$ cat src/rtl/dfs_pkg.sv
// ----------------------------------------------------------------------------
// dfs_pkg
// Types and constants shared by the distance shade pipeline.
// ----------------------------------------------------------------------------
package dfs_pkg;

  // configuration port
  localparam int unsigned APB_AW = 3;
  localparam int unsigned APB_DW = 32;

  typedef enum logic {
    REG_REACH = 1'b0,
    REG_GAIN  = 1'b1
  } dfs_reg_e;

  localparam logic [23:0] REACH_RST = 24'd2048;
  localparam logic [15:0] GAIN_RST  = 16'd4096;

  // divider depths: weight quotient is below 2^17, channel quotient below 2^8
  localparam int unsigned WDIV_STEPS = 17;
  localparam int unsigned CDIV_STEPS = 8;

  // floor(x/3) for x < 2^25 as (x * DIV3_MUL) >> DIV3_SHIFT
  localparam int unsigned DIV3_SHIFT = 26;
  localparam logic [24:0] DIV3_MUL   = 25'd22369622;

  // gain product scale (Q1.16 weight times Q4.12 gain)
  localparam int unsigned PULL_SHIFT = 28;

  typedef struct packed {
    logic [23:0] reach;
    logic [15:0] gain;
  } dfs_cfg_t;

  // item as it travels down the pipeline; each stage fills its own fields
  typedef struct packed {
    logic [23:0]           color;
    logic                  cond;   // flashlight compensation applies
    logic [23:0]           dv0;    // divisor before compensation
    logic [23:0]           diff;   // reach - distance
    logic [16:0]           light;
    logic [23:0]           wrem;   // weight divider remainder
    logic [16:0]           wnum;   // weight dividend bits still to shift in
    logic [16:0]           wq;     // weight quotient
    logic [23:0]           mag;    // |dv0 - one|
    logic                  eneg;   // dv0 below one
    logic [40:0]           prod;   // mag * weight
    logic [56:0]           prod2;  // mag * weight * gain
    logic                  pass;   // final divisor at most one
    logic [29:0]           dv;     // final divisor when not passing
    logic [2:0][29:0]      crem;   // channel remainders, red at 2
    logic [2:0][7:0]       clo;    // channel dividend bits still to shift in
    logic [2:0][7:0]       cq;     // channel quotients
  } dfs_item_t;

endpackage

$ cat src/rtl/dfs_cfg.sv
// ----------------------------------------------------------------------------
// dfs_cfg
// APB-style register file holding the flashlight range and boost.
// ----------------------------------------------------------------------------
module dfs_cfg (
  input  logic                          clk_i,
  input  logic                          rst_ni,
  input  logic                          psel,
  input  logic                          penable,
  input  logic                          pwrite,
  input  logic [dfs_pkg::APB_AW-1:0]    paddr,
  input  logic [dfs_pkg::APB_DW-1:0]    pwdata,
  output logic [dfs_pkg::APB_DW-1:0]    prdata,
  output logic                          pready,
  output dfs_pkg::dfs_cfg_t             cfg_o
);
  import dfs_pkg::*;

  logic [23:0] range_q;
  logic [15:0] boost_q;
  logic        wr_en;
  dfs_reg_e    reg_sel;

  assign pready  = 1'b1;
  assign wr_en   = psel & penable & pwrite & pready;
  assign reg_sel = dfs_reg_e'(paddr[2]);

  // register write
  always_ff @(posedge clk_i or negedge rst_ni) begin
    if (!rst_ni) begin
      range_q <= REACH_RST;
      boost_q <= GAIN_RST;
    end else if (wr_en) begin
      unique case (reg_sel)
        REG_REACH: range_q <= pwdata[23:0];
        REG_GAIN:  boost_q <= pwdata[15:0];
        default:   range_q <= range_q;
      endcase
    end
  end

  // read back
  always_comb begin
    unique case (reg_sel)
      REG_REACH: prdata = APB_DW'(range_q);
      REG_GAIN:  prdata = APB_DW'(boost_q);
      default:   prdata = '0;
    endcase
  end

  assign cfg_o.reach = range_q;
  assign cfg_o.gain  = boost_q;

endmodule

$ cat config.mk
export PLATFORM = sky130hd
export DESIGN_NAME = dfs_cfg
export DESIGN_NICKNAME = d
export VERILOG_FILES = /design/src/rtl/dfs_pkg.sv /design/src/rtl/dfs_cfg.sv
export SDC_FILE = /design/constraint.sdc
export NUM_CORES = 1
export LEC_CHECK = 0
export BUFFER_PORTS_ARGS = -buffer_cell sky130_fd_sc_hd__buf_2
export CORE_AREA = 2 2 68 70
export DETAILED_ROUTE_END_ITERATION = 7
export DIE_AREA = 0 0 70 72
export HOLD_SLACK_MARGIN = 0.02
export PLACE_DENSITY = 0.79
export SLEW_MARGIN = 5
export SYNTH_ARGS = -nofsm -noshare
export SYNTH_HDL_FRONTEND = slang
export SYNTH_SLANG_ARGS = --single-unit
$ cat constraint.sdc
create_clock -name clk_i -period 2.6 [get_ports clk_i]
set_clock_uncertainty 0.15 [all_clocks]
set_input_delay 0.65 -clock clk_i [delete_from_list [all_inputs] [get_ports clk_i]]
set_output_delay 0.65 -clock clk_i [all_outputs]
set_load 0.01 [all_outputs]
# After elaboration in Yosys (flattened, before gate mapping)
# Index checks and enable logic that the tools add are counted.
# totals
register_bits	40
in_bits	40
output_inout_bits	73
elab_cells	8
# classes
muxes	1
bitwise_logic	3
reduce_logical	2
# ops
op	n
32-bit case mux with 2 select lines	1
2-bit AND reduction	2
1-bit bitwise AND	2
1-bit NOT	1

# Longest topological paths before layout
# Gate-level depths: netlist (run 1).
# depth
depth_word	3
mapped_depth	4
depth_no_buf	2

# Worst setup path after synthesis (run 1)
# OpenSTA, ideal clock, no wires.
# synth_path
path_kind	input to output
start	input port paddr[2] (netlist name)
end	output port prdata[10] (netlist name)
arrival_time_ps	1338
required_ps	1800
path_slack_ps	462
path_stages	3
path_buffers	2
cell_sequence	buf_6 > buf_2 > mux2_2
# synth_between
elab_chain_len	2
# synth_rtl
element	line_no	source
start, declared	dfs_cfg.sv:11	input logic [dfs_pkg::APB_AW-1:0] paddr,
1-bit NOT	n/a	
32-bit case mux with 2 select lines (*)	dfs_cfg.sv:44	unique case (reg_sel)
end, declared	dfs_cfg.sv:13	output logic [dfs_pkg::APB_DW-1:0] prdata,
# Mark *: on every way between the ends. The rest lies on a longest branch, timed or not. The select of a mux whose other input is x is not followed.

# Worst setup path in the final report (run 1)
# layout_path
start	input port paddr[2] (netlist name)
end	output port prdata[12] (netlist name)
# Same word-level chain as after synthesis.

==> run summary, run 1 <==
The run finished with clean final reports. The initial antenna violation count was 0; the share of the clock period used by the worst path after layout was 0.8901. The count of yosys warnings during synthesis came out at 0. The pre-antenna-repair detailed-routing pass consisted of 3 iterations. The final-report setup violation count was 0.

The clock latency of the later-clocked register in the worst-skew pair came out at 290 ps. The clock passes through at most 2 buffers. The number of DRC violations after detailed-routing iteration 0 was 18; the worst setup slack for register-to-register paths was 1660 ps.

The combined global-route utilization of all metal layers is 0.1658, and the fraction of layout instances using a drive strength above 1 is 0.7500. Summing over every cut layer, the via total after detailed routing is 1312. The highest layer used for signal routing is met4.

Number of buffers added by the clock tree synthesis step: 5. The switching portion of total power is 0.2943. The area growth from synthesis to layout is 30.92%. For the worst max-slew margin expressed relative to the limit, the log shows 0.6665.

Number of max-cap violations: 0. After synthesis the cells add up to 0.001934 mm2. The met3 wirelength from detailed routing came out at 329 um. The largest fanout on the critical path was 17; the post-placement setup slack was 276.7 ps. For this design, the CTS-stage hold fixing added 0 buffers. Achievable clock frequency: 0.4321 GHz. The logs give 40 for the CTS sink count and 2 for the deepest level of the CTS H-tree.

At the pin with the least slew margin, the transition time is 500.3 ps. The tools report the final net count as 259. The class of the most critical setup path was primary input to output pin.

Setup slack on the critical path of the routed design comes to 285.7 ps. For this run, design rule violations remaining after detail routing come to 0. The tools report the final antenna-violating net count as 0. The number of distinct standard cells referenced by the synthesized netlist is 11, and the post-cts gate resize count is 0.

The cell area after placement is 0.002411 mm2. dfrtp_1 takes more of the synthesized area than any other cell. Hold is met by 260.4 ps.

The worst setup path is captured at an output pin. For the total detailed-routing wirelength, the log shows 4005 um. The share of synthesized area occupied by flip-flops and latches is 0.5188. The area share of the largest cell type after synthesis was 0.4916. Counting every instance in the synthesized netlist gives 123. For this design the top-level I/O count stands at 113. The leakage power figure is 1.359 nW. The run gives 0.315 as the combinational fraction of design power. For this run the aggregate overflow at the end of global routing stands at 0. The run gives 0 as the total count of hold-check failures in the final report.

The most common cell after layout, fill and taps aside was buf_2. In this run the post-CTS setup repair buffer count came out at 0. By area the synthesized netlist is led by dfrtp_1 (49%), mux2_2 (21%), mux2_4 (16%), buf_4 (3.5%), dfstp_2 (2.7%).

Leaving out fill and tap cells, the most frequent cells in the layout are buf_2 (93), dfrtp_1 (38), mux2_2 (36). Summed over all nets, the switching power comes to 0.6007 mW. TritonCTS built the clock tree. The placeable core region is 0.004264 mm2.

The die covers 0.005040 mm2. 0 antenna diodes ended up in the layout. IR analysis of the VDD net gives a maximum drop of 0.3977 mV. Average instance area after synthesis: 15.73 um2. The sort of element at the start of the critical path was a primary input. The logs give 0 for the number of pins with negative max-slew slack in the final report and 0.4536 for the effective utilization at floorplan. The congestion estimate from routability-driven global placement came to 0.7120. Setup repair after global routing left no endpoint under its margin.

The run gives 0.426 as the sequential fraction of design power. The synthesized design contains 40 register bits. The tools report the number of fill cells in the layout as 351. The first global-routing pass estimated 6396 um of wire. The average wire per standard cell was 14.72 um.

In this run the clock root is driven by a clkbuf_8. The detailed router put a total of 1670 um of wire on met1. Input and output buffers added on the ports amount to 93. The routed wire length on met2 came out at 1914 um. STA puts the critical path data required time at 1800 ps. The per-cell via count in the routed design was 4.824; the HPWL after detailed placement was 2874 um. Once layout is done, the placed cells without fillers occupy 0.002532 mm2. The tools report the aggregate negative setup slack as 0 ps.

Clock-pin slew was measured on the worst setup and hold paths at 80 ps. For the arrival time at the worst endpoint, the log shows 1510 ps. The total number of placement rows is 24, and the height of the die is 72 um. The final critical delay including setup and external delays works out to 2314 ps. The worst hold path belongs to the class primary input to async pin. In this run the power density over the cells is 806.1 mW/mm2. The internal portion of the total power is 1.441 mW. The proportion of power drawn by the clock network was 0.260.

The number of global-route vias before repair came out at 1289. Entering global routing, the biggest net connects 41 pins. The end-of-flow core utilization is 0.5939, and the die width is 70 um.
==> registers in the layout, summed over array words and instances (netlist names) <==
| name | count |
|---|---|
| range_q | 24 |
| boost_q | 16 |
==> power by group through the flow <==
stage               Clock, mW  Sequential (mW)  Combinational (mW)
finish                  0.530            0.869               0.642
global route            0.574            0.890               0.691
CTS                     0.549            0.869               0.653
detailed placement          0            0.877               0.651
global placement            0            0.870               0.637
floorplan                   0            0.928               0.316
==> cell usage after synthesis (all sizes together) <==
| cell type | number |
|---|---|
| dfrtp | 38 |
| dfstp | 2 |
| nor2b | 8 |
| nand4 | 1 |
| nand4b | 1 |
| buf | 15 |
| conb | 2 |
| mux2 | 56 |
==> cells by family (layout without fill, tap and decap cells) <==
family | count (synthesis) | after routing | share of synthesized area
simple gates | 10 | 10 | 0.04916
buf+inv | 15 | 105 | 0.06339
flops | 40 | 40 | 0.5188
mux | 56 | 56 | 0.3648
other cells | 2 | 9 | 0.003882
==> through the flow <==
| step | total power, mW | std cells |
|---|---|---|
| after global placement | 1.506 | 264 |
| after CTS | 2.071 | 272 |
| final | 2.041 | 272 |
| after detailed placement | 1.528 | 264 |
| after floorplan | 1.244 | 130 |
| after global routing | 2.154 | 272 |
==> path summary, 6_finish.rpt <==
check	endpoint	from	cells past startpoint
worst max-delay path	prdata[12]	paddr[2]	4
worst max register to register	range_q[19]$_DFFE_PN0P_	range_q[19]$_DFFE_PN0P_	1
worst min register to register	boost_q[4]$_DFFE_PN0P_	boost_q[4]$_DFFE_PN0P_	1
max in group asynchronous	range_q[11]$_DFFE_PN1P_	rst_ni	2
min in group clk_i	boost_q[4]$_DFFE_PN0P_	boost_q[4]$_DFFE_PN0P_	1
worst min-delay path	range_q[18]$_DFFE_PN0P_	rst_ni	2
==> area by class of cell <==
| class | count | area (um2) | share of cell area |
|---|---|---|---|
| sequential | 40 | 1003 | 0.3962 |
| multi-input combinational | 75 | 834.6 | 0.3295 |
| timing repair buffer | 97 | 508.0 | 0.2006 |
| clock buffer | 6 | 82.58 | 0.03261 |
| tap | 52 | 65.06 | 0.02569 |
| clock inverter | 2 | 38.79 | 0.01532 |
==> critical path, stage by stage <==
cell and delay [ps]:
buf_2 190, buf_12 190, mux2_2 330, buf_2 140
==> routing by layer <==
metal | vias to the layer above | global-route usage
li1 | 602 | -
met1 | 631 | 0.2038
met2 | 70 | 0.2667
met3 | 9 | 0.05556
met4 | 0 | 0.07692
met5 | - | 0
Power figures use the tool's default switching activity.
==> inputs of run 2 (changes only) <==
--- a/config.mk
+++ b/config.mk
@@ -5,6 +5,7 @@
 export SDC_FILE = /design/constraint.sdc
 export NUM_CORES = 1
 export LEC_CHECK = 0
+export ABC_AREA = 1
 export BUFFER_PORTS_ARGS = -buffer_cell sky130_fd_sc_hd__buf_2
 export CORE_AREA = 2 2 68 70
 export DETAILED_ROUTE_END_ITERATION = 7
==> run 2 against run 1 <==
Net effect: register-to-register slack better by 70 ps; synthesized cell count up 110%; sequential power down 3.9%; maximum frequency up 6.7%; hold slack better by 59 ps; setup slack better by 150 ps; power down 13%; critical path type unchanged.
==> run summary, run 2 <==
The cell count after synthesis is 257 (was 123), and the final critical delay including setup and external delays is 2168 ps (was 2314 ps). The run gives 40 (unchanged) as the CTS sink count. Commonest non-fill, non-tap cells in the layout: nand2_1 (129), buf_2 (93), nand3_1 (40) (was buf_2 (93), dfrtp_1 (38), mux2_2 (36)). The switching portion of total power was 0.3368 (was 0.2943).

The height of the die was 72 um (unchanged); the achievable clock frequency was 0.4612 GHz (was 0.4321 GHz). The die footprint was 0.005040 mm2 (unchanged). The total detailed-routing wirelength came out at 5007 um (was 4005 um). The number of primary I/O pins was 113 (unchanged); the arrival time at the worst endpoint was 1370 ps (was 1510 ps). The cell area after technology mapping was 0.001927 mm2 (was 0.001934 mm2); the share of synthesized registers carrying an async set or reset was 1.000 (unchanged). The final-report setup violation count was 0 (unchanged); the cell count after placement was 394 (was 264). The logs give 0 (unchanged) for the number of pins with negative max-slew slack in the final report and 4 (was 3) for the total iterations of the first detailed-routing run.

Largest fanout on the critical path: 24 (was 17). Combined global-route utilization of all metal layers: 0.2047 (was 0.1658). The number of buffers added by the clock tree synthesis step is 5 (unchanged), and the wire length of the first global-routing pass is 8066 um (was 6396 um). For the proportion of power drawn by the clock network, the log shows 0.238 (was 0.260). The combinational fraction of design power is 0.290 (was 0.315). The most frequently used flop master after synthesis was dfrtp_1 (unchanged). The aggregate negative setup slack is 0 ps (unchanged). The run gives 0 (unchanged) as the antenna diode count.

The logs give 0 (unchanged) for the total global routing overflow and 0 (unchanged) for the setup fix buffers added after clock tree synthesis. The logs give 1.173 mW (was 1.441 mW) for the cell-internal power and 403 (was 272) for the final cell count without fillers. The slowest cell on the critical path is buf_4 (was mux2_2). Share of synthesized area occupied by flip-flops and latches: 0.5208 (was 0.5188). The run gives 319.5 ps (was 260.4 ps) as the worst hold slack. Number of flip-flops in the largest register: 24 (unchanged).

The run gives 2 (unchanged) as the deepest level of the CTS H-tree. The cell at the root of the clock tree is clkbuf_8 (unchanged). The run gives 1.769 mW (was 2.041 mW) as the total power.

The share of the clock period used by the worst path after layout is 0.8340 (was 0.8901). Cell taking the most area after synthesis: dfrtp_1 (unchanged). The run finished with clean final reports. The area share of the largest cell type after synthesis is 0.4935 (was 0.4916), and the placeable core region is 0.004264 mm2 (unchanged). The run gives 0.4203 mV (was 0.3977 mV) as the highest ir drop seen on vdd. Count of state elements after synthesis: 40 (unchanged). The final net count came out at 390 (was 259). Number of max-cap violations: 0 (unchanged). TritonCTS built the clock tree.

Average instance area after synthesis: 7.497 um2 (was 15.73 um2). Series of cell instances along the critical path: buf_2, inv_2, buf_4, nand2_1, nand2_1, buf_2 (was buf_2, buf_12, mux2_2, buf_2). Most common cell after layout, fill and taps aside: nand2_1 (was buf_2).

The HPWL after detailed placement is 3516 um (was 2874 um). The per-cell via count in the routed design came out at 4.752 (was 4.824). The run gives 0.7694 (was 0.7120) as the global placer's final weighted congestion. The type of element capturing the critical path is an output pin (unchanged). The clock-pin slew reported for the worst setup and hold paths after clock tree synthesis works out to 70 ps (was 80 ps).

Setup repair after global routing left no endpoint under its margin. The tools report the end-of-flow core utilization as 0.5910 (was 0.5939). The class of the most critical setup path was primary input to output pin (unchanged).

The number of global-route vias before repair is 1717 (was 1289), and the final antenna-violating net count is 0 (unchanged). For the initial antenna violation count, the log shows 0 (unchanged). The most frequent cell after synthesis was nand2_1 (was dfrtp_1). The gate family responsible for the most delay along the worst path is buffers and inverters (unchanged).

The logs give 1.569 nW (was 1.359 nW) for the leakage power figure and 13 (was 11) for the number of distinct standard cells referenced by the synthesized netlist. The power density normalized to cell area came out at 702.2 mW/mm2 (was 806.1 mW/mm2). The average wire per standard cell is 12.42 um (was 14.72 um), and the number of synthesized flops with an enable pin is 0 (unchanged). The clock latency of the later-clocked register in the worst-skew pair is 280 ps (was 290 ps). The data required time at the worst endpoint was 1800 ps (about the same). The count of yosys warnings during synthesis was 0 (unchanged). The logs give 0.4519 (was 0.4536) for the effective utilization at floorplan and 29 (was 41) for the pin count of the biggest net entering global routing.

Power spent charging and discharging nets: 0.5960 mW (was 0.6007 mW). Top flop regs: range_q: 24 flops, boost_q: 16 flops (unchanged). The fraction of layout instances using a drive strength above 1 works out to 0.3248 (was 0.7500). For the total number of vias, the log shows 1915 (was 1312). The die width came out at 70 um (unchanged). Cell types with the largest area share after synthesis: dfrtp_1 (49%), nand2_1 (25%), nand3_1 (10%), buf_4 (3.5%), buf_2 (2.9%) (was dfrtp_1 (49%), mux2_2 (21%), mux2_4 (16%), buf_4 (3.5%), dfstp_2 (2.7%)).

For the number of DRC violations after detailed-routing iteration 0, the log shows 150 (was 18). The tools report the total number of placement rows as 24 (unchanged). The total count of hold-check failures in the final report came out at 0 (unchanged). Layout overhead on the synthesized area: 30.78% (was 30.92%). The worst min-delay path category is flop to flop (was primary input to async pin).

Leading post-synthesis cells by instance count: nand2_1 (129), nand3_1 (40), dfrtp_1 (38), buf_2 (11) (was dfrtp_1 (38), mux2_2 (36), mux2_4 (20), buf_4 (9), nor2b_1 (8)). The number of buffer and inverter stages on the critical path was 4 (was 3). Most flop-heavy register: range_q (unchanged). The peak per-stage delay on the critical path is 260 ps (was 330 ps), and the total of buffers placed on input and output ports is 93 (unchanged). The run gives 0.472 (was 0.426) as the sequential fraction of design power. The maximum buffer depth of the clock tree was 2 (unchanged).

The tools report the sort of element at the start of the critical path as a primary input (unchanged). The post-detailed-route DRC marker count is 0 (unchanged).
## run 2: cell types whose count changed in the layout (fill, tap and decap cells not counted), sizes merged
cell and change:
nor2b -8, clkbuf +2, inv +10, nand4b -1, clkinv -1, mux2 -56, nor2 +9, nand2 +129
nand3 +40, buf +6, nand4 +1, dlygate4sd3 +1, bufinv -1
## run 2: timing repair
item,CTS,global route
endpoints found under the hold margin,3,0
hold buffers,1,0
setup endpoints to repair,0,0
gates resized for setup,0,0
## run 2: metal layers
metal / up-vias / share of wire / GRT usage / routed length [um]
li1: 961 / - / - / -
met1: 885 / 0.42 / 0.2491 / 2113
met2: 62 / 0.51 / 0.3630 / 2556
met3: 7 / 0.053 / 0.05000 / 266
met4: 0 / 0.014 / 0.06197 / 72
met5: - / 0 / 0 / 0
## run 2: layout make-up
cell class / instances / area, um2
clock buffers: 8 / 90.09
fillers: 414 / 1744
inverters: 10 / 37.54
multi-input cells: 189 / 773.2
flip-flops and latches: 40 / 1003
well taps: 52 / 65.06
repair buffers: 104 / 550.5
## run 2: power groups by stage
stage	sequential, mW	combinational, mW	clock [mW]
after global placement	0.838	0.506	0
final	0.835	0.514	0.421
after global routing	0.850	0.576	0.458
after floorplan	0.892	0.220	0
after detailed placement	0.843	0.520	0
after CTS	0.833	0.522	0.435
## run 2: path summary, 6_finish.rpt
check	startpoint	to	slack, ps	cells past startpoint
hold / removal	range_q[11]$_DFFE_PN1P_	range_q[11]$_DFFE_PN1P_	320	2
max in group asynchronous	rst_ni	boost_q[12]$_DFFE_PN1P_	1270	3
setup reg to reg	boost_q[12]$_DFFE_PN1P_	boost_q[12]$_DFFE_PN1P_	1730	2
hold reg to reg	range_q[11]$_DFFE_PN1P_	range_q[11]$_DFFE_PN1P_	320	2
setup / recovery	paddr[2]	prdata[1]	430	6
min in group asynchronous	rst_ni	range_q[15]$_DFFE_PN0P_	530	2
## run 2: metrics by stage
stage / worst slack, ps / cell area (um2)
global placement: 442.1 / 2420
detailed placement: 437.9 / 2420
global route: 344.6 / 2520
floorplan: 513.8 / 1953
CTS: 422.0 / 2520
finish: 431.6 / 2520
## run 2: worst register-to-register path, stage by stage, from the launching register on
cell     delay (ps)
dfstp_2         550
nand2_1          50
nand2_1          60
## run 2: cells by family after synthesis
family,after synthesis,synth area share
other cells,2,0.003898
simple gates,180,0.3825
buf+inv,35,0.09285
flops,40,0.5208
==> inputs of run 3 (changes only) <==
--- a/config.mk
+++ b/config.mk
@@ -7,11 +7,11 @@
 export LEC_CHECK = 0
 export ABC_AREA = 1
 export BUFFER_PORTS_ARGS = -buffer_cell sky130_fd_sc_hd__buf_2
-export CORE_AREA = 2 2 68 70
+export CORE_AREA = 2 2 70 72
 export DETAILED_ROUTE_END_ITERATION = 7
-export DIE_AREA = 0 0 70 72
+export DIE_AREA = 0 0 72 74
 export HOLD_SLACK_MARGIN = 0.02
-export PLACE_DENSITY = 0.79
+export PLACE_DENSITY = 0.75
 export SLEW_MARGIN = 5
 export SYNTH_ARGS = -nofsm -noshare
 export SYNTH_HDL_FRONTEND = slang
==> constraint.sdc (replaced) <==
create_clock -name clk_i -period 2.1 [get_ports clk_i]
set_clock_uncertainty 0.15 [all_clocks]
set_input_delay 0.525 -clock clk_i [delete_from_list [all_inputs] [get_ports clk_i]]
set_output_delay 0.525 -clock clk_i [all_outputs]
set_load 0.01 [all_outputs]
==> run 3 against run 2 <==
Net effect: die area is 5.7% higher; non-clock buffer count stayed put; sequential cell count unchanged; hold slack got worse by 300 ps; sequential power increased by 23%; first-iteration DRC count decreased by 23%; setup slack got worse by 200 ps.
==> run summary, run 3 (same netlist as run 2, synthesis figures left out) <==
The run finished with clean final reports. The peak-usage layer in the global routing report was met2 (unchanged). The clock-pin slew reported for the worst setup and hold paths after clock tree synthesis came out at 70 ps (about the same). The final-report setup violation count came out at 0 (unchanged). The total count of hold-check failures in the final report was 0 (unchanged). Most common cell after layout, fill and taps aside: nand2_1 (unchanged). The global placer's final weighted congestion is 0.7918 (was 0.7694), and the path depth of the worst reg2reg path is 2 (unchanged). Based on the critical path, the design can be clocked at up to 0.5363 GHz. The tools report the HPWL after detailed placement as 3409 um (was 3516 um). The tools report the maximum buffer depth of the clock tree as 2 (unchanged). Commonest non-fill, non-tap cells in the layout: nand2_1 (129), buf_2 (93), nand3_1 (40) (unchanged). The per-cell via count in the routed design is 4.642 (was 4.752), and the number of fill cells in the layout is 460 (was 414).

The met1 usage in global routing was 0.2273 (was 0.2491). The worst hold slack was 22.42 ps (was 319.5 ps); the total of buffers placed on input and output ports was 93 (unchanged). The final critical delay including setup and external delays came out at 1865 ps. The tools report the leakage power figure as 1.578 nW (was 1.569 nW).

Most flop-heavy register: range_q (unchanged). The height of the die came out at 74 um (was 72 um). Series of cell instances along the critical path: buf_2, buf_4, nand2_1, nand2_1, buf_2 (was buf_2, inv_2, buf_4, nand2_1, nand2_1, buf_2). Setup repair after global routing left no endpoint under its margin. Die width: 72 um (was 70 um). The aggregate negative setup slack was 0 ps (unchanged); the placeable core region was 0.004598 mm2 (was 0.004264 mm2).

Total number of placement rows: 25 (was 24). The combined global-route utilization of all metal layers is 0.1860 (was 0.2047). The CTS sink count was 40 (unchanged).

The tools report the area occupied by multi-input gates as 773.2 um2 (unchanged). The deepest level of the CTS H-tree is 2 (unchanged), and the average wire per standard cell is 11.72 um (was 12.42 um). The cell at the root of the clock tree is clkbuf_8 (unchanged). The initial antenna violation count was 0 (unchanged).

For the setup fix buffers added after clock tree synthesis, the log shows 0 (unchanged). The total detailed-routing wirelength is 4746 um (was 5007 um), and the largest fanout on the critical path is 22 (was 24). The logs give 0.001003 mm2 (unchanged) for the area taken by flip-flops and latches and 4 (unchanged) for the total iterations of the first detailed-routing run. The startpoint of the most critical register-to-register path was boost_q[12]$_DFFE_PN1P_ (unchanged). The antenna diode count was 0 (unchanged); the data required time at the worst endpoint was 1420 ps (was 1800 ps). For the total number of vias, the log shows 1880 (was 1915).

The type of element capturing the critical path is an output pin (unchanged). The tools report the sort of element at the start of the critical path as a primary input (unchanged). The number of flip-flops in the largest register is 24 (unchanged), and the arrival time at the worst endpoint is 1190 ps (was 1370 ps). The peak per-stage delay on the critical path is 260 ps (about the same).

The tools report the number of pins with negative max-slew slack in the final report as 0 (unchanged). The slowest cell on the critical path was buf_4 (unchanged). Terminus of the critical flop-to-flop path: boost_q[12]$_DFFE_PN1P_ (unchanged).

For the worst setup slack for register-to-register paths, the log shows 1230 ps (was 1730 ps). For the number of global-route vias before repair, the log shows 1666 (was 1717). The class of the most critical setup path was primary input to output pin (unchanged). The global-route met3 utilization came out at 0.02439 (was 0.05000).

Top flop regs: range_q: 24 flops, boost_q: 16 flops (unchanged). The number of max-cap violations is 0 (unchanged). TritonCTS built the clock tree.

The post-detailed-route DRC marker count was 0 (unchanged). The fraction of layout instances using a drive strength above 1 is 0.3276 (was 0.3248), and the number of primary I/O pins is 113 (unchanged). The number of buffers added to fix hold violations after cts is 0 (was 1).

For the met2 usage, the log shows 0.3354 (was 0.3630). For the clock latency of the later-clocked register in the worst-skew pair, the log shows 280 ps (about the same). The final net count is 390 (unchanged).

The tools report the total global routing overflow as 0 (unchanged). Layout overhead on the synthesized area: 32.08% (was 30.78%). For the number of DRC violations after detailed-routing iteration 0, the log shows 116 (was 150). The logs give 0 (unchanged) for the post-cts gate resize count and 0.3988 mV (was 0.4203 mV) for the highest ir drop seen on vdd. The effective utilization at floorplan was 0.4190 (was 0.4519); the share of the clock period used by the worst path after layout was 0.8879. Final antenna-violating net count: 0 (unchanged). Die footprint: 0.005328 mm2 (was 0.005040 mm2). The power density normalized to cell area works out to 855.9 mW/mm2 (was 702.2 mW/mm2).

The worst min-delay path category is primary input to async pin (was flop to flop). The logs give 33 (was 29) for the pin count of the biggest net entering global routing and 5 (unchanged) for the number of buffers added by the clock tree synthesis step. For the wire length of the first global-routing pass, the log shows 7645 um (was 8066 um).
-- run 3: cell types whose count changed in the layout (fill, tap and decap cells not counted), sizes merged --
cell,delta
buf,+1
dlygate4sd3,-1
-- run 3: metal layers --
metal / vias up / routed length [um]
met4: 0 / 63
met5: - / 0
li1: 956 / -
met1: 862 / 2015
met3: 5 / 224
met2: 57 / 2442
-- run 3: power by group --
group	leakage, nW	switching (mW)	total, mW	internal (mW)
clock	0.0455	0.245	0.513	0.268
sequential	0.499	0.111	1.03	0.921
combinational	1.03	0.365	0.634	0.269
-- run 3: layout make-up --
class | instances | share of cell area
Multi-Input combinational cell | 189 | 0.3038
Timing Repair Buffer | 104 | 0.2252
Inverter | 10 | 0.01475
Sequential cell | 40 | 0.3943
Tap cell | 54 | 0.02655
Clock buffer | 8 | 0.03540
-- run 3: worst max path at each step --
stage / cells past startpoint / start / to / slack (ps)
global placement: 5 / paddr[2] / prdata[9] / 260
finish: 5 / paddr[2] / prdata[0] / 240
CTS: 5 / paddr[2] / prdata[0] / 230
global route: 5 / paddr[2] / prdata[10] / 130
floorplan: 5 / paddr[2] / prdata[10] / 260
detailed placement: 5 / paddr[2] / prdata[11] / 220
-- run 3: critical path, delay by kind of cell --
kind | cells | cell delay, ps
simple gates | 2 | 150
buf+inv | 3 | 510
-- run 3: through the flow --
step                instance area (um2)  worst slack [ps]  utilization  cells  power, mW
global route                       2545             134.5       0.5535    405      2.336
floorplan                          1953             263.8            -    264      1.377
global placement                   2455             255.7       0.5339    397      1.671
detailed placement                 2455             223.9       0.5339    397      1.690
finish                             2545             235.4       0.5535    405      2.178
CTS                                2545             229.2       0.5535    405      2.205
