$ cat src/rtl/dfs_pkg.sv
// ----------------------------------------------------------------------------
// dfs_pkg
// Types and constants shared by the distance shade pipeline.
// ----------------------------------------------------------------------------
package dfs_pkg;

  // configuration port
  localparam int unsigned APB_AW = 3;
  localparam int unsigned APB_DW = 32;

  typedef enum logic {
    REG_REACH = 1'b0,
    REG_GAIN  = 1'b1
  } dfs_reg_e;

  localparam logic [23:0] REACH_RST = 24'd2048;
  localparam logic [15:0] GAIN_RST  = 16'd4096;

  // divider depths: weight quotient is below 2^17, channel quotient below 2^8
  localparam int unsigned WDIV_STEPS = 17;
  localparam int unsigned CDIV_STEPS = 8;

  // floor(x/3) for x < 2^25 as (x * DIV3_MUL) >> DIV3_SHIFT
  localparam int unsigned DIV3_SHIFT = 26;
  localparam logic [24:0] DIV3_MUL   = 25'd22369622;

  // gain product scale (Q1.16 weight times Q4.12 gain)
  localparam int unsigned PULL_SHIFT = 28;

  typedef struct packed {
    logic [23:0] reach;
    logic [15:0] gain;
  } dfs_cfg_t;

  // item as it travels down the pipeline; each stage fills its own fields
  typedef struct packed {
    logic [23:0]           color;
    logic                  cond;   // flashlight compensation applies
    logic [23:0]           dv0;    // divisor before compensation
    logic [23:0]           diff;   // reach - distance
    logic [16:0]           light;
    logic [23:0]           wrem;   // weight divider remainder
    logic [16:0]           wnum;   // weight dividend bits still to shift in
    logic [16:0]           wq;     // weight quotient
    logic [23:0]           mag;    // |dv0 - one|
    logic                  eneg;   // dv0 below one
    logic [40:0]           prod;   // mag * weight
    logic [56:0]           prod2;  // mag * weight * gain
    logic                  pass;   // final divisor at most one
    logic [29:0]           dv;     // final divisor when not passing
    logic [2:0][29:0]      crem;   // channel remainders, red at 2
    logic [2:0][7:0]       clo;    // channel dividend bits still to shift in
    logic [2:0][7:0]       cq;     // channel quotients
  } dfs_item_t;

endpackage

$ cat src/rtl/dfs_stage.sv
// ----------------------------------------------------------------------------
// dfs_stage
// One pipeline register with valid/ready; an empty stage fills even while
// the stages after it stall.
// ----------------------------------------------------------------------------
module dfs_stage (
  input  logic               clk_i,
  input  logic               rst_ni,
  input  logic               valid_i,
  output logic               ready_o,
  input  dfs_pkg::dfs_item_t data_i,
  output logic               valid_o,
  input  logic               ready_i,
  output dfs_pkg::dfs_item_t data_o
);
  import dfs_pkg::*;

  logic      valid_q;
  dfs_item_t data_q;

  assign ready_o = ~valid_q | ready_i;

  // occupancy
  always_ff @(posedge clk_i or negedge rst_ni) begin
    if (!rst_ni) begin
      valid_q <= 1'b0;
    end else if (ready_o) begin
      valid_q <= valid_i;
    end
  end

  // payload
  always_ff @(posedge clk_i) begin
    if (valid_i && ready_o) begin
      data_q <= data_i;
    end
  end

  assign valid_o = valid_q;
  assign data_o  = data_q;

endmodule

$ cat src/rtl/dfs_wcell.sv
// ----------------------------------------------------------------------------
// dfs_wcell
// One restoring step of the flashlight weight divide by the flashlight reach.
// ----------------------------------------------------------------------------
module dfs_wcell (
  input  logic               clk_i,
  input  logic               rst_ni,
  input  logic [23:0]        range_i,
  input  logic               valid_i,
  output logic               ready_o,
  input  dfs_pkg::dfs_item_t data_i,
  output logic               valid_o,
  input  logic               ready_i,
  output dfs_pkg::dfs_item_t data_o
);
  import dfs_pkg::*;

  logic [24:0] trial;
  logic [24:0] diff;
  logic        ge;
  dfs_item_t   nxt;

  // shift in the next dividend bit, subtract when it fits
  always_comb begin
    trial = {data_i.wrem, data_i.wnum[16]};
    diff  = trial - {1'b0, range_i};
    ge    = trial >= {1'b0, range_i};
    nxt      = data_i;
    nxt.wrem = ge ? diff[23:0] : trial[23:0];
    nxt.wnum = {data_i.wnum[15:0], 1'b0};
    nxt.wq   = {data_i.wq[15:0], ge};
  end

  dfs_stage u_stage (
    .clk_i   (clk_i),
    .rst_ni  (rst_ni),
    .valid_i (valid_i),
    .ready_o (ready_o),
    .data_i  (nxt),
    .valid_o (valid_o),
    .ready_i (ready_i),
    .data_o  (data_o)
  );

endmodule

$ cat config.mk
export PLATFORM = sky130hd
export DESIGN_NAME = dfs_wcell
export DESIGN_NICKNAME = d
export VERILOG_FILES = /design/src/rtl/dfs_pkg.sv /design/src/rtl/dfs_stage.sv /design/src/rtl/dfs_wcell.sv
export SDC_FILE = /design/constraint.sdc
export NUM_CORES = 1
export LEC_CHECK = 0
export BUFFER_PORTS_ARGS = -buffer_cell sky130_fd_sc_hd__clkbuf_2
export CAP_MARGIN = 40
export CORE_AREA = 5 5 348 350
export CTS_CLUSTER_SIZE = 14
export DETAILED_ROUTE_END_ITERATION = 8
export DIE_AREA = 0 0 353 355
export PLACE_DENSITY = 0.3
export SLEW_MARGIN = 30
export SYNTH_ARGS = -nofsm -noshare
export SYNTH_HDL_FRONTEND = slang
export SYNTH_SLANG_ARGS = --single-unit
$ cat constraint.sdc
create_clock -name clk_i -period 26.8 [get_ports clk_i]
set_input_delay 4.02 -clock clk_i [delete_from_list [all_inputs] [get_ports clk_i]]
set_output_delay 4.02 -clock clk_i [all_outputs]
set_load 0.02 [all_outputs]
Word level (Yosys, flattened, before mapping)
Index checks and enable logic that the tools add are counted.

word-level totals
  register bits = 440
  latch bits = 0
  bits in read-only memories = 0
  memories = 0
  logic and storage cells = 30
  bits in writable memories = 0

cells by class
  equality and inequality tests = 0
  reduce and logical (&&, ||, !) cells = 1
  add/sub/neg operators = 1
  div/mod/pow operators = 0
  mux-type cells = 1
  bitwise gates (word level) = 2
  multipliers = 0
  shift operators = 0
  magnitude comparators = 1

operators by type and width
  kind                                                            count
  25-bit by 24-bit greater-or-equal comparator with 1-bit output  1
  24-bit two-way mux                                              1
  24-bit subtractor                                               1
  1-bit logical AND                                               1
  1-bit inverter                                                  1
  1-bit OR                                                        1

Longest topological paths before layout
Gate-level depths: netlist (run 1).

  word-level depth = 3
  gate-level depth with buffers = 11

Cells and area by module
From an unflattened synthesis (run 1), not the netlist that was laid out.

second synthesis, totals
  cells, all modules = 668
  area total of the unflattened synthesis = 14961.8 µm²

by module, submodules not included
  module     cells each  instances  area an instance (µm²)  seq. area each (µm²)
  dfs_stage  444         1          13266.5                 13237.7
  dfs_wcell  224         1          1695.4                  0.0

Worst setup path after synthesis (run 1)
No wires, ideal clock.

  kind = input port to flip-flop
  start point = input port ready_i
  end point = register u_stage.data_q, in the netlist u_stage.data_o[0], enable pin
  slack = 11.709 ns
  arrival = 14.234 ns
  stages on the path = 2
  library setup time = 0.858 ns
  path buffers = 0
  data required time = 25.942 ns
  cells stage by stage = nand2b_1 > and2_1

between the ends
  word-level cells in the longest chain between the ends = 2

RTL lines
  what                    RTL line         text
  start: declaration      dfs_wcell.sv:13  input logic ready_i,
  1-bit OR                dfs_stage.sv:21  assign ready_o = ~valid_q | ready_i;
  1-bit logical AND       dfs_stage.sv:34  if (valid_i && ready_o) begin
  end signal: assignment  dfs_stage.sv:35  data_q <= data_i;
  end: declaration        dfs_stage.sv:19  dfs_item_t data_q;

Every way passes these cells.
A chain may end at the register's enable or synchronous reset.

Worst setup path after layout (run 1)
  start point = input port ready_i
  end point = output port ready_o

between the ends
  word-level cells in the longest chain between the ends = 1

RTL lines
  what              RTL line         text
  1-bit OR          dfs_stage.sv:21
  end: declaration  dfs_wcell.sv:10  output logic ready_o,

Every way passes these cells.

==> implementation parameters, run 1 <==
Parameter                              Value

Clock tree
  Number of CTS-inserted buffers ... 56
  Post-cts repair resize count ... 0
  Number of sinks driven by the clock tree ... 440
  Post-CTS Setup Repair Bufs ... 0
  Maximum level of the CTS H-tree ... 2
  Hold bufs inserted after CTS ... 0
  Clk Latency, worst-skew pair ... 0.63 ns
  Clock Pin Slew Worst Setup and Hold Paths ... 0.06 ns
  Clock tree from TritonCTS ... yes
  Root cell of the clock tree ... sky130_fd_sc_hd__clkbuf_16
  CTS max path bufs ... 3

Final layout
  Share of layout cells above drive strength 1 ... 0.607
  Post-route cell area ... 23500 sq um
  NumNets Final ... 2154
  Count of placed standard cells in the final layout, fillers left out ... 3252
  Layout-stage area growth over the synthesis result ... 55.3%
  FILL cells ... 12.7k

STA
  Post-Route Setup TNS ... 0 ns
  Number of slew-limit violations in the final report ... 0
  Setup clock skew after layout ... 0.0194 ns
  Period utilization ... 0.315
  Max-Slew Margin vs Limit ... 0.518
  Setup-failing EPs final ... 0
  Shortest clock period the worst path allows after layout ... 8.44 ns
  Unrepaired setup endpoints after global routing ... false
  Setup slack after layout ... 18.36 ns
  Actual slew at the worst max-slew pin ... 0.723 ns
  Fmax ... 0.118 GHz
  Number of hold-slack violations in the final timing report ... 0

Setup path
  R2R Path Start ... u_stage.valid_o
  CP required ... 22.78 ns
  Path type of the worst setup path ... input port to output port
  R2R cell count ... 6
  Critical Path Sink Type ... output port
  Worst Path Arrival ... 4.42 ns
  Max Fanout on Critical Path ... 3
  Startpoint kind of the worst setup timing path ... input port
  Terminus of the critical flop-to-flop path ... u_stage.data_o[118]
  Reg2Reg Setup Slack ... 23.61 ns

Global routing
  Antenna violations before repair ... 28
  Global Route Usage Sum ... 0.106
  Via count of the first global-routing pass ... 11.3k
  Maximum number of pins on one net before global-route repair ... 58
  Remaining global-route overflow ... 0
  Global-route wire length before repair ... 94000 um

Drt
  Detailed-route wire length per cell ... 21.7 um
  Number of vias per cell after detailed routing ... 3.25
  Total vias in the final route ... 10.6k
  Pre-Repair DR Iteration Count ... 5
  Antenna Violating Nets Remaining ... 0
  Iter 0 DRT Violations ... 584
  Number of design rule violations left after detail routing ... 0
  Wire length reported by the detailed router ... 70600 um

Die
  Area of the placeable core ... 117000 sq um
  Ports placed on the boundary ... 910
  Starting density of the core ... 0.129
  Area enclosed by the die boundary ... 125000 sq um
  Standard-cell row count ... 126
  Die width ... 353 um
  Chip height ... 355 um

Yosys
  Number of flops mapped to enable cells by yosys ... 439
  Share of the synthesized area in the top cell type ... 0.871
  Area of the mapped netlist ... 15100 sq um
  Most instantiated flip-flop cell in the synthesis netlist ... sky130_fd_sc_hd__edfxtp_1
  Synthesized area per cell ... 21.8 sq um
  Async SR Flop Fraction ... 0.00227
  Synth cell types ... 60
  Top post-synthesis cells by area ... sky130_fd_sc_hd__edfxtp_1 (87%), sky130_fd_sc_hd__ha_1 (2.0%), sky130_fd_sc_hd__mux2_4 (1.7%)
  Sequential element share of the synthesized area ... 0.873
  Library cell occupying the most area in the post-synthesis netlist ... sky130_fd_sc_hd__edfxtp_1
  Gate count after technology mapping ... 693
  Register bit total from synthesis ... 440
  Yosys warnings ... 0
  Post-synthesis net count ... 1186

Place
  Estimated wirelength of the detail-placed design ... 57700 um
  Post-DP Area ... 21600 sq um
  Count of placed standard cells including taps ... 3138
  Setup WS pre-CTS ... 18.36 ns
  Count of buffers inserted at the top-level ports ... 907
  Final Wtd Congestion ... 0.837

Status
  Outcome ... completed

Power and ir drop
  Power density over cell area ... 75.9 nW/um^2
  Leakage power figure ... 9.82 nW
  VDD IR max ... 0.0397 mV

Run
  Number of max-cap violations ... 0

Worst hold path
  Worst Hold Path Cells ... 2
  Launch instance of the worst min-delay path ... u_stage.valid_o
  Class of the tightest hold or removal check ... flip-flop to flip-flop
  Endpoint, Worst Hold ... u_stage.valid_o
-- worst max-delay path by stage --
stage / start / end / slack (ns)
floorplan: ready_i / u_stage.data_o[0] / 11.71
global placement: ready_i / ready_o / 18.35
detailed placement: ready_i / ready_o / 18.36
CTS: ready_i / ready_o / 18.36
global route: ready_i / ready_o / 18.32
finish: ready_i / ready_o / 18.36
-- report_power, final --
group	leakage (nW)	switching, mW	total (mW)	internal (mW)
registers	4.19	0.0123	0.820	0.808
logic	4.73	0.134	0.209	0.0750
clock network	0.897	0.313	0.756	0.443
total	9.82	0.459	1.78	1.33
-- through the flow --
step                utilization  hold slack [ns]  total power, mW
finish                    0.200            0.546             1.78
global route              0.200            0.609             1.87
CTS                       0.200            0.547             1.83
detailed placement        0.184            0.533             1.05
global placement          0.183            0.528             1.05
floorplan                     -            0.783            0.956
-- cell families after synthesis --
logic type,count (synthesis),share of synthesized area
mux,24,0.0219
simple gates,72,0.0242
flops,440,0.873
xor+xnor,16,0.00926
buf+inv,39,0.0147
compound gates,76,0.0353
fa+ha+maj,25,0.0212
other cells,1,0.000248
-- sequential cells by signal (all words and copies together), names as in the netlist --
name and cells:
u_stage.data_o 439, u_stage.valid_o 1
-- worst max-delay path, stage by stage --
cell and delay [ns]:
sky130_fd_sc_hd__clkbuf_2 0.07, sky130_fd_sc_hd__nand2b_1 0.16, sky130_fd_sc_hd__clkbuf_2 0.17
-- synth_stat cells (2+ instances only) --
cell / count
sky130_fd_sc_hd__o21a_1: 6
sky130_fd_sc_hd__mux2_2: 5
sky130_fd_sc_hd__or2_2: 2
sky130_fd_sc_hd__a21oi_1: 17
sky130_fd_sc_hd__nor2_1: 17
sky130_fd_sc_hd__nand4_1: 7
sky130_fd_sc_hd__mux2i_1: 2
sky130_fd_sc_hd__o211ai_1: 3
sky130_fd_sc_hd__inv_1: 30
sky130_fd_sc_hd__nor4_1: 2
sky130_fd_sc_hd__nor2b_1: 3
sky130_fd_sc_hd__xor2_1: 6
sky130_fd_sc_hd__or3_1: 3
sky130_fd_sc_hd__o21bai_1: 2
sky130_fd_sc_hd__and3_2: 2
sky130_fd_sc_hd__nand2b_1: 4
sky130_fd_sc_hd__clkbuf_2: 3
sky130_fd_sc_hd__a21o_1: 4
sky130_fd_sc_hd__xnor2_1: 10
sky130_fd_sc_hd__buf_12: 2
sky130_fd_sc_hd__nand3_1: 5
sky130_fd_sc_hd__nand2_1: 14
sky130_fd_sc_hd__edfxtp_1: 439
sky130_fd_sc_hd__ha_1: 24
sky130_fd_sc_hd__o31ai_1: 2
sky130_fd_sc_hd__mux2_4: 17
sky130_fd_sc_hd__nor3_1: 6
sky130_fd_sc_hd__a211oi_1: 7
sky130_fd_sc_hd__o21ai_0: 16
sky130_fd_sc_hd__and2_1: 3
-- cell type report --
class / count / area, sq um / share of cell area
clock buffer: 66 / 1440 / 0.0612
multi-input combinational: 214 / 1700 / 0.0723
antenna: 9 / 22.5 / 0.000958
tap: 1536 / 1920 / 0.0818
inverter: 30 / 113 / 0.00479
sequential: 440 / 13200 / 0.562
clock inverter: 38 / 388 / 0.0165
timing repair buffer: 919 / 4710 / 0.200
-- per-layer routing --
| metal | global-route usage | share of wire | vias to the layer above |
|---|---|---|---|
| met5 | 0 | 0.0015 | - |
| li1 | - | - | 4698 |
| met1 | 0.112 | 0.35 | 5250 |
| met3 | 0.0417 | 0.095 | 86 |
| met4 | 0.0277 | 0.022 | 16 |
| met2 | 0.196 | 0.53 | 523 |
-- cells in the final DEF (no fill, tap or decap), types with 3 or more instances in the layout --
master / count
sky130_fd_sc_hd__a211oi_1: 7
sky130_fd_sc_hd__a21o_1: 4
sky130_fd_sc_hd__a21oi_1: 17
sky130_fd_sc_hd__buf_12: 3
sky130_fd_sc_hd__buf_4: 7
sky130_fd_sc_hd__bufinv_16: 6
sky130_fd_sc_hd__clkbuf_1: 10
sky130_fd_sc_hd__clkbuf_16: 56
sky130_fd_sc_hd__clkbuf_2: 907
sky130_fd_sc_hd__clkinv_1: 12
sky130_fd_sc_hd__clkinv_2: 11
sky130_fd_sc_hd__clkinv_4: 4
sky130_fd_sc_hd__diode_2: 9
sky130_fd_sc_hd__edfxtp_1: 439
sky130_fd_sc_hd__ha_1: 24
sky130_fd_sc_hd__inv_1: 30
sky130_fd_sc_hd__inv_6: 3
sky130_fd_sc_hd__mux2_2: 5
sky130_fd_sc_hd__mux2_4: 17
sky130_fd_sc_hd__nand2_1: 14
sky130_fd_sc_hd__nand2b_1: 4
sky130_fd_sc_hd__nand3_1: 5
sky130_fd_sc_hd__nand4_1: 7
sky130_fd_sc_hd__nor2_1: 17
sky130_fd_sc_hd__nor2b_1: 3
sky130_fd_sc_hd__nor3_1: 6
sky130_fd_sc_hd__o211ai_1: 3
sky130_fd_sc_hd__o21a_1: 6
sky130_fd_sc_hd__o21ai_0: 16
sky130_fd_sc_hd__or3_1: 3
sky130_fd_sc_hd__xnor2_1: 10
sky130_fd_sc_hd__xor2_1: 6
Power figures use the tool's default switching activity.
==> run 2, diff against run 1 <==
CORE_AREA = 5 5 355 357   (was 5 5 348 350)
DIE_AREA = 0 0 360 362   (was 0 0 353 355)
clock period = 8.4 ns   (was 26.8 ns; I/O delays follow)
==> implementation parameters, run 2 (same netlist as run 1, synthesis figures left out) <==
Parameter                              Value

Status
  Outcome ... completed

Clock tree
  Maximum level of the CTS H-tree ... 2
  Clock Pin Slew Worst Setup and Hold Paths ... 0.06 ns
  Post-cts repair resize count ... 0
  Clk Latency, worst-skew pair ... 0.65 ns
  Number of CTS-inserted buffers ... 57
  CTS max path bufs ... 3
  Root cell of the clock tree ... sky130_fd_sc_hd__clkbuf_16
  Hold bufs inserted after CTS ... 0
  Number of sinks driven by the clock tree ... 440
  Clock tree from TritonCTS ... yes
  Post-CTS Setup Repair Bufs ... 0

Drt
  Detailed-route wire length per cell ... 21.0 um
  Total vias in the final route ... 10.4k
  Number of vias per cell after detailed routing ... 3.11
  Number of design rule violations left after detail routing ... 0
  Wire length reported by the detailed router ... 70400 um
  Iter 0 DRT Violations ... 537
  Antenna Violating Nets Remaining ... 0
  Pre-Repair DR Iteration Count ... 4

Global routing
  Antenna violations before repair ... 28
  Global-route wire length before repair ... 93600 um
  Remaining global-route overflow ... 0
  Via count of the first global-routing pass ... 11.4k
  Global Route Usage Sum ... 0.102
  Maximum number of pins on one net before global-route repair ... 157

Worst hold path
  Class of the tightest hold or removal check ... input port to async pin

Power and ir drop
  VDD IR max ... 0.144 mV
  Leakage power figure ... 9.83 nW
  Power density over cell area ... 242 nW/um^2

STA
  Shortest clock period the worst path allows after layout ... 3.73 ns
  Number of slew-limit violations in the final report ... 0
  Number of hold-slack violations in the final timing report ... 0
  Post-Route Setup TNS ... 0 ns
  Unrepaired setup endpoints after global routing ... false
  Fmax ... 0.268 GHz
  Actual slew at the worst max-slew pin ... 0.679 ns
  Setup-failing EPs final ... 0
  Period utilization ... 0.445
  Max-Slew Margin vs Limit ... 0.547
  Setup clock skew after layout ... 0.0243 ns

Final layout
  Sequential cell area ... 13200 sq um
  Most frequent cells in the layout ... sky130_fd_sc_hd__clkbuf_2 (907), sky130_fd_sc_hd__edfxtp_1 (439), sky130_fd_sc_hd__clkbuf_16 (57)
  Share of layout cells above drive strength 1 ... 0.609
  Post-route cell area ... 23600 sq um
  Count of placed standard cells in the final layout, fillers left out ... 3352
  Largest register FFs ... 439
  FILL cells ... 13.5k
  Area occupied by multi-input gates ... 1700 sq um
  Layout-stage area growth over the synthesis result ... 56.2%
  Leading cell type in the layout, fill and taps excluded ... sky130_fd_sc_hd__clkbuf_2
  NumNets Final ... 2152

Setup path
  CP required ... 8.76 ns
  Standard cell with the maximum stage delay on the critical path ... sky130_fd_sc_hd__buf_4
  Path type of the worst setup path ... input port to flip-flop
  Worst Path Arrival ... 4.10 ns
  Cell chain of the critical path ... clkbuf_2, inv_1, ha_1, nor2b_1, o31ai_1, a211oi_2, o21ba_4, a21oi_4, o21ai_4, buf_4, mux2_2
  Critical Path Sink Type ... flip-flop
  Max Fanout on Critical Path ... 24
  Startpoint kind of the worst setup timing path ... input port
  Delay of the slowest critical-path stage ... 0.43 ns

Die
  Area enclosed by the die boundary ... 130000 sq um
  Area of the placeable core ... 123000 sq um
  Chip height ... 362 um
  Starting density of the core ... 0.123
  Standard-cell row count ... 129
  Die width ... 360 um
  Ports placed on the boundary ... 910

Place
  Estimated wirelength of the detail-placed design ... 57700 um
  Post-DP Area ... 21700 sq um
  Count of placed standard cells including taps ... 3234
  Count of buffers inserted at the top-level ports ... 907
  Final Wtd Congestion ... 0.802

Run
  Number of max-cap violations ... 0
[run 2: changes by cell type in the layout (fill, tap and decap cells not counted), moves of 2 or more]
cell / delta
sky130_fd_sc_hd__clkinv_1: -4
sky130_fd_sc_hd__diode_2: +2
sky130_fd_sc_hd__clkinv_2: +4
sky130_fd_sc_hd__buf_4: -3
[run 2: layer usage]
layer	share of wire	global-route usage
met4	0.022	0.0254
met5	0.0011	0
met3	0.097	0.0458
met2	0.54	0.191
met1	0.34	0.103
[run 2: through the flow]
stage | power (mW) | utilization | hold slack (ns) | setup slack (ns)
after detailed placement | 3.34 | 0.177 | 0.537 | 4.01
after global routing | 5.99 | 0.192 | 0.333 | 4.59
final | 5.71 | 0.193 | 0.396 | 4.67
after CTS | 5.86 | 0.192 | 0.311 | 4.70
after global placement | 3.34 | 0.177 | 0.525 | 4.03
after floorplan | 3.02 | - | 0.782 | 1.01
[run 2: worst paths after layout]
check,start,endpoint,slack [ns],cells past startpoint
setup / recovery,range_i[1],u_stage.data_o[329],4.67,11
max in group asynchronous,rst_ni,u_stage.valid_o,7.92,1
setup reg to reg,u_stage.valid_o,u_stage.data_o[45],5.96,5
hold / removal,rst_ni,u_stage.valid_o,0.40,1
min in group clk_i,u_stage.valid_o,u_stage.valid_o,0.55,2
hold reg to reg,u_stage.valid_o,u_stage.valid_o,0.55,2
[run 2: report_power, final]
group	leakage (nW)	total [mW]	switching [mW]	internal, mW
sequential	4.19	2.62	0.0378	2.58
combinational	4.72	0.662	0.423	0.239
clock	0.914	2.43	1.03	1.41
total	9.83	5.71	1.49	4.22
[run 2: area by class of cell]
type / instances / area share
clock inverters: 38 / 0.0164
flip-flops and latches: 440 / 0.559
multi-input cells: 214 / 0.0719
well taps: 1637 / 0.0867
inverters: 30 / 0.00476
repair buffers: 916 / 0.199
clock buffers: 66 / 0.0618
diodes: 11 / 0.00116
[run 2: worst max-delay path: cells and delay by family]
kind / cells / cell delay, ns
multiplexers: 1 / 0.40
adder cells (fa/ha/maj): 1 / 0.28
buffers and inverters: 3 / 0.59
AO/OA/AOI/OAI: 5 / 1.14
AND/OR/NAND/NOR: 1 / 0.39
==> run 3, diff against run 2 <==
clock period = 3.6 ns   (was 8.4 ns; I/O delays follow)
==> implementation parameters, run 3 (same netlist as run 1, synthesis figures left out) <==
Parameter                              Value

Drt
  Iter 0 DRT Violations ... 540
  Number of design rule violations left after detail routing ... 0
  Wire length reported by the detailed router ... 69400 um
  Antenna Violating Nets Remaining ... 0
  Number of vias per cell after detailed routing ... 3.14
  Pre-Repair DR Iteration Count ... 6
  Total vias in the final route ... 10.9k
  Detailed-route wire length per cell ... 19.9 um

Clock tree
  Root cell of the clock tree ... sky130_fd_sc_hd__clkbuf_16
  Clk Latency, worst-skew pair ... 0.64 ns
  Clock tree from TritonCTS ... yes
  Maximum level of the CTS H-tree ... 2
  Number of sinks driven by the clock tree ... 440
  Number of CTS-inserted buffers ... 55
  Clock Pin Slew Worst Setup and Hold Paths ... 0.06 ns
  CTS max path bufs ... 3
  Post-cts repair resize count ... 0

Place
  Estimated wirelength of the detail-placed design ... 56500 um
  Count of placed standard cells including taps ... 3247
  Count of buffers inserted at the top-level ports ... 907
  Final Wtd Congestion ... 0.821

STA
  Max-Slew Margin vs Limit ... 0.593
  Setup clock skew after layout ... 0.0382 ns
  Shortest clock period the worst path allows after layout ... 2.59 ns
  Number of slew-limit violations in the final report ... 0
  Fmax ... 0.386 GHz
  Setup-failing EPs final ... 0
  Number of hold-slack violations in the final timing report ... 0
  Actual slew at the worst max-slew pin ... 0.604 ns
  Unrepaired setup endpoints after global routing ... false
  Period utilization ... 0.720

Setup path
  Startpoint kind of the worst setup timing path ... input port
  Critical Path Sink ... u_stage.data_o[337]
  R2R cell count ... 3
  Critical Path Sink Type ... flip-flop
  Max Fanout on Critical Path ... 9
  Worst Path Arrival ... 2.95 ns
  Critical Path Source ... range_i[18]
  Reg2Reg Setup Slack ... 1.77 ns
  Path type of the worst setup path ... input port to flip-flop
  R2R Path Start ... u_stage.valid_o
  CP required ... 3.96 ns
  Terminus of the critical flop-to-flop path ... u_stage.data_o[251]

Die
  Area enclosed by the die boundary ... 130000 sq um
  Starting density of the core ... 0.123
  Area of the placeable core ... 123000 sq um
  Die width ... 360 um
  Standard-cell row count ... 129
  Chip height ... 362 um
  Ports placed on the boundary ... 910

Global routing
  Global-route wire length before repair ... 93300 um
  Global Route Usage Sum ... 0.100
  Remaining global-route overflow ... 0
  Antenna violations before repair ... 21
  Maximum number of pins on one net before global-route repair ... 85
  Via count of the first global-routing pass ... 11.9k

Final layout
  FILL cells ... 13.3k
  Sequential cell area ... 13200 sq um
  Share of layout cells above drive strength 1 ... 0.568
  Leading cell type in the layout, fill and taps excluded ... sky130_fd_sc_hd__clkbuf_2
  Most frequent cells in the layout ... sky130_fd_sc_hd__clkbuf_2 (907), sky130_fd_sc_hd__edfxtp_1 (439), sky130_fd_sc_hd__dlygate4sd3_1 (130)
  Count of placed standard cells in the final layout, fillers left out ... 3485
  Area occupied by multi-input gates ... 1710 sq um
  Largest register FFs ... 439
  NumNets Final ... 2290
  Post-layout util ... 0.204
  Layout-stage area growth over the synthesis result ... 65.4%

Power and ir drop
  VDD IR max ... 0.317 mV
  Leakage power figure ... 10.4 nW
  Power density over cell area ... 543 nW/um^2

Run
  Number of max-cap violations ... 0

Status
  Outcome ... completed

Worst hold path
  Class of the tightest hold or removal check ... input port to flip-flop
==> run 3: changes by cell type in the layout (fill, tap and decap cells not counted), sizes merged <==
cell         previous run  this run
buf                     9        19
bufinv                  5         9
clkbuf                973       969
clkinv                 29        24
clkinvlp                0         4
diode                  11         7
dlygate4sd3             0       130
inv                    34        32
==> run 3: routing by layer <==
layer	share of wire	GRT usage
met1	0.35	0.103
met2	0.54	0.190
met3	0.087	0.0388
met4	0.022	0.0267
met5	0.0019	0
==> run 3: cell type report <==
| class | instances | area share |
|---|---|---|
| clock buffer | 62 | 0.0561 |
| antenna | 7 | 0.000700 |
| timing repair buffer | 1056 | 0.242 |
| inverter | 30 | 0.00450 |
| sequential | 440 | 0.528 |
| clock inverter | 39 | 0.0184 |
| multi-input combinational | 214 | 0.0682 |
| tap | 1637 | 0.0819 |
==> run 3: through the flow <==
step / worst slack, ns / cell area, sq um / total power [mW] / setup TNS, ns / hold slack, ns
final: 1.01 / 25000 / 13.6 / 0 / 0.0726
after global routing: 0.906 / 25000 / 14.2 / 0 / 0.0165
after CTS: 1.06 / 25000 / 13.9 / 0 / 0.0000223
after detailed placement: 0.379 / 21800 / 7.82 / 0 / 0.317
after global placement: 0.376 / 21800 / 7.82 / 0 / 0.318
after floorplan: -0.612 / 15100 / 7.02 / -268.67 / 0.244
==> run 3: power breakdown <==
group	switching [mW]	total, mW	leakage, nW	internal [mW]
registers	0.0910	6.10	4.19	6.01
clock network	2.35	5.79	0.904	3.45
logic	1.02	1.68	5.31	0.659
total	3.46	13.6	10.4	10.1
==> run 3: worst min-delay path by stage <==
stage	start	endpoint	cells after the start
floorplan	rst_ni	u_stage.valid_o	0
global placement	rst_ni	u_stage.valid_o	1
detailed placement	rst_ni	u_stage.valid_o	1
CTS	data_i[92]	u_stage.data_o[92]	1
global route	data_i[162]	u_stage.data_o[162]	1
finish	data_i[321]	u_stage.data_o[322]	1
==> run 3: repair_timing <==
item | 4_1_cts | 5_1_grt
hold endpoints to repair | 130 | 0
hold buffers | 130 | 0
setup buffers | 0 | 0
==> run 3: critical path: stages <==
cell and delay (ns):
sky130_fd_sc_hd__clkbuf_2 0.07, sky130_fd_sc_hd__inv_1 0.04, sky130_fd_sc_hd__ha_1 0.41, sky130_fd_sc_hd__a21oi_1 0.35, sky130_fd_sc_hd__o21ai_0 0.18, sky130_fd_sc_hd__a21oi_1 0.18
sky130_fd_sc_hd__o21ai_0 0.12, sky130_fd_sc_hd__a211oi_1 0.39, sky130_fd_sc_hd__o21ai_4 0.13, sky130_fd_sc_hd__buf_4 0.22, sky130_fd_sc_hd__mux2_4 0.31
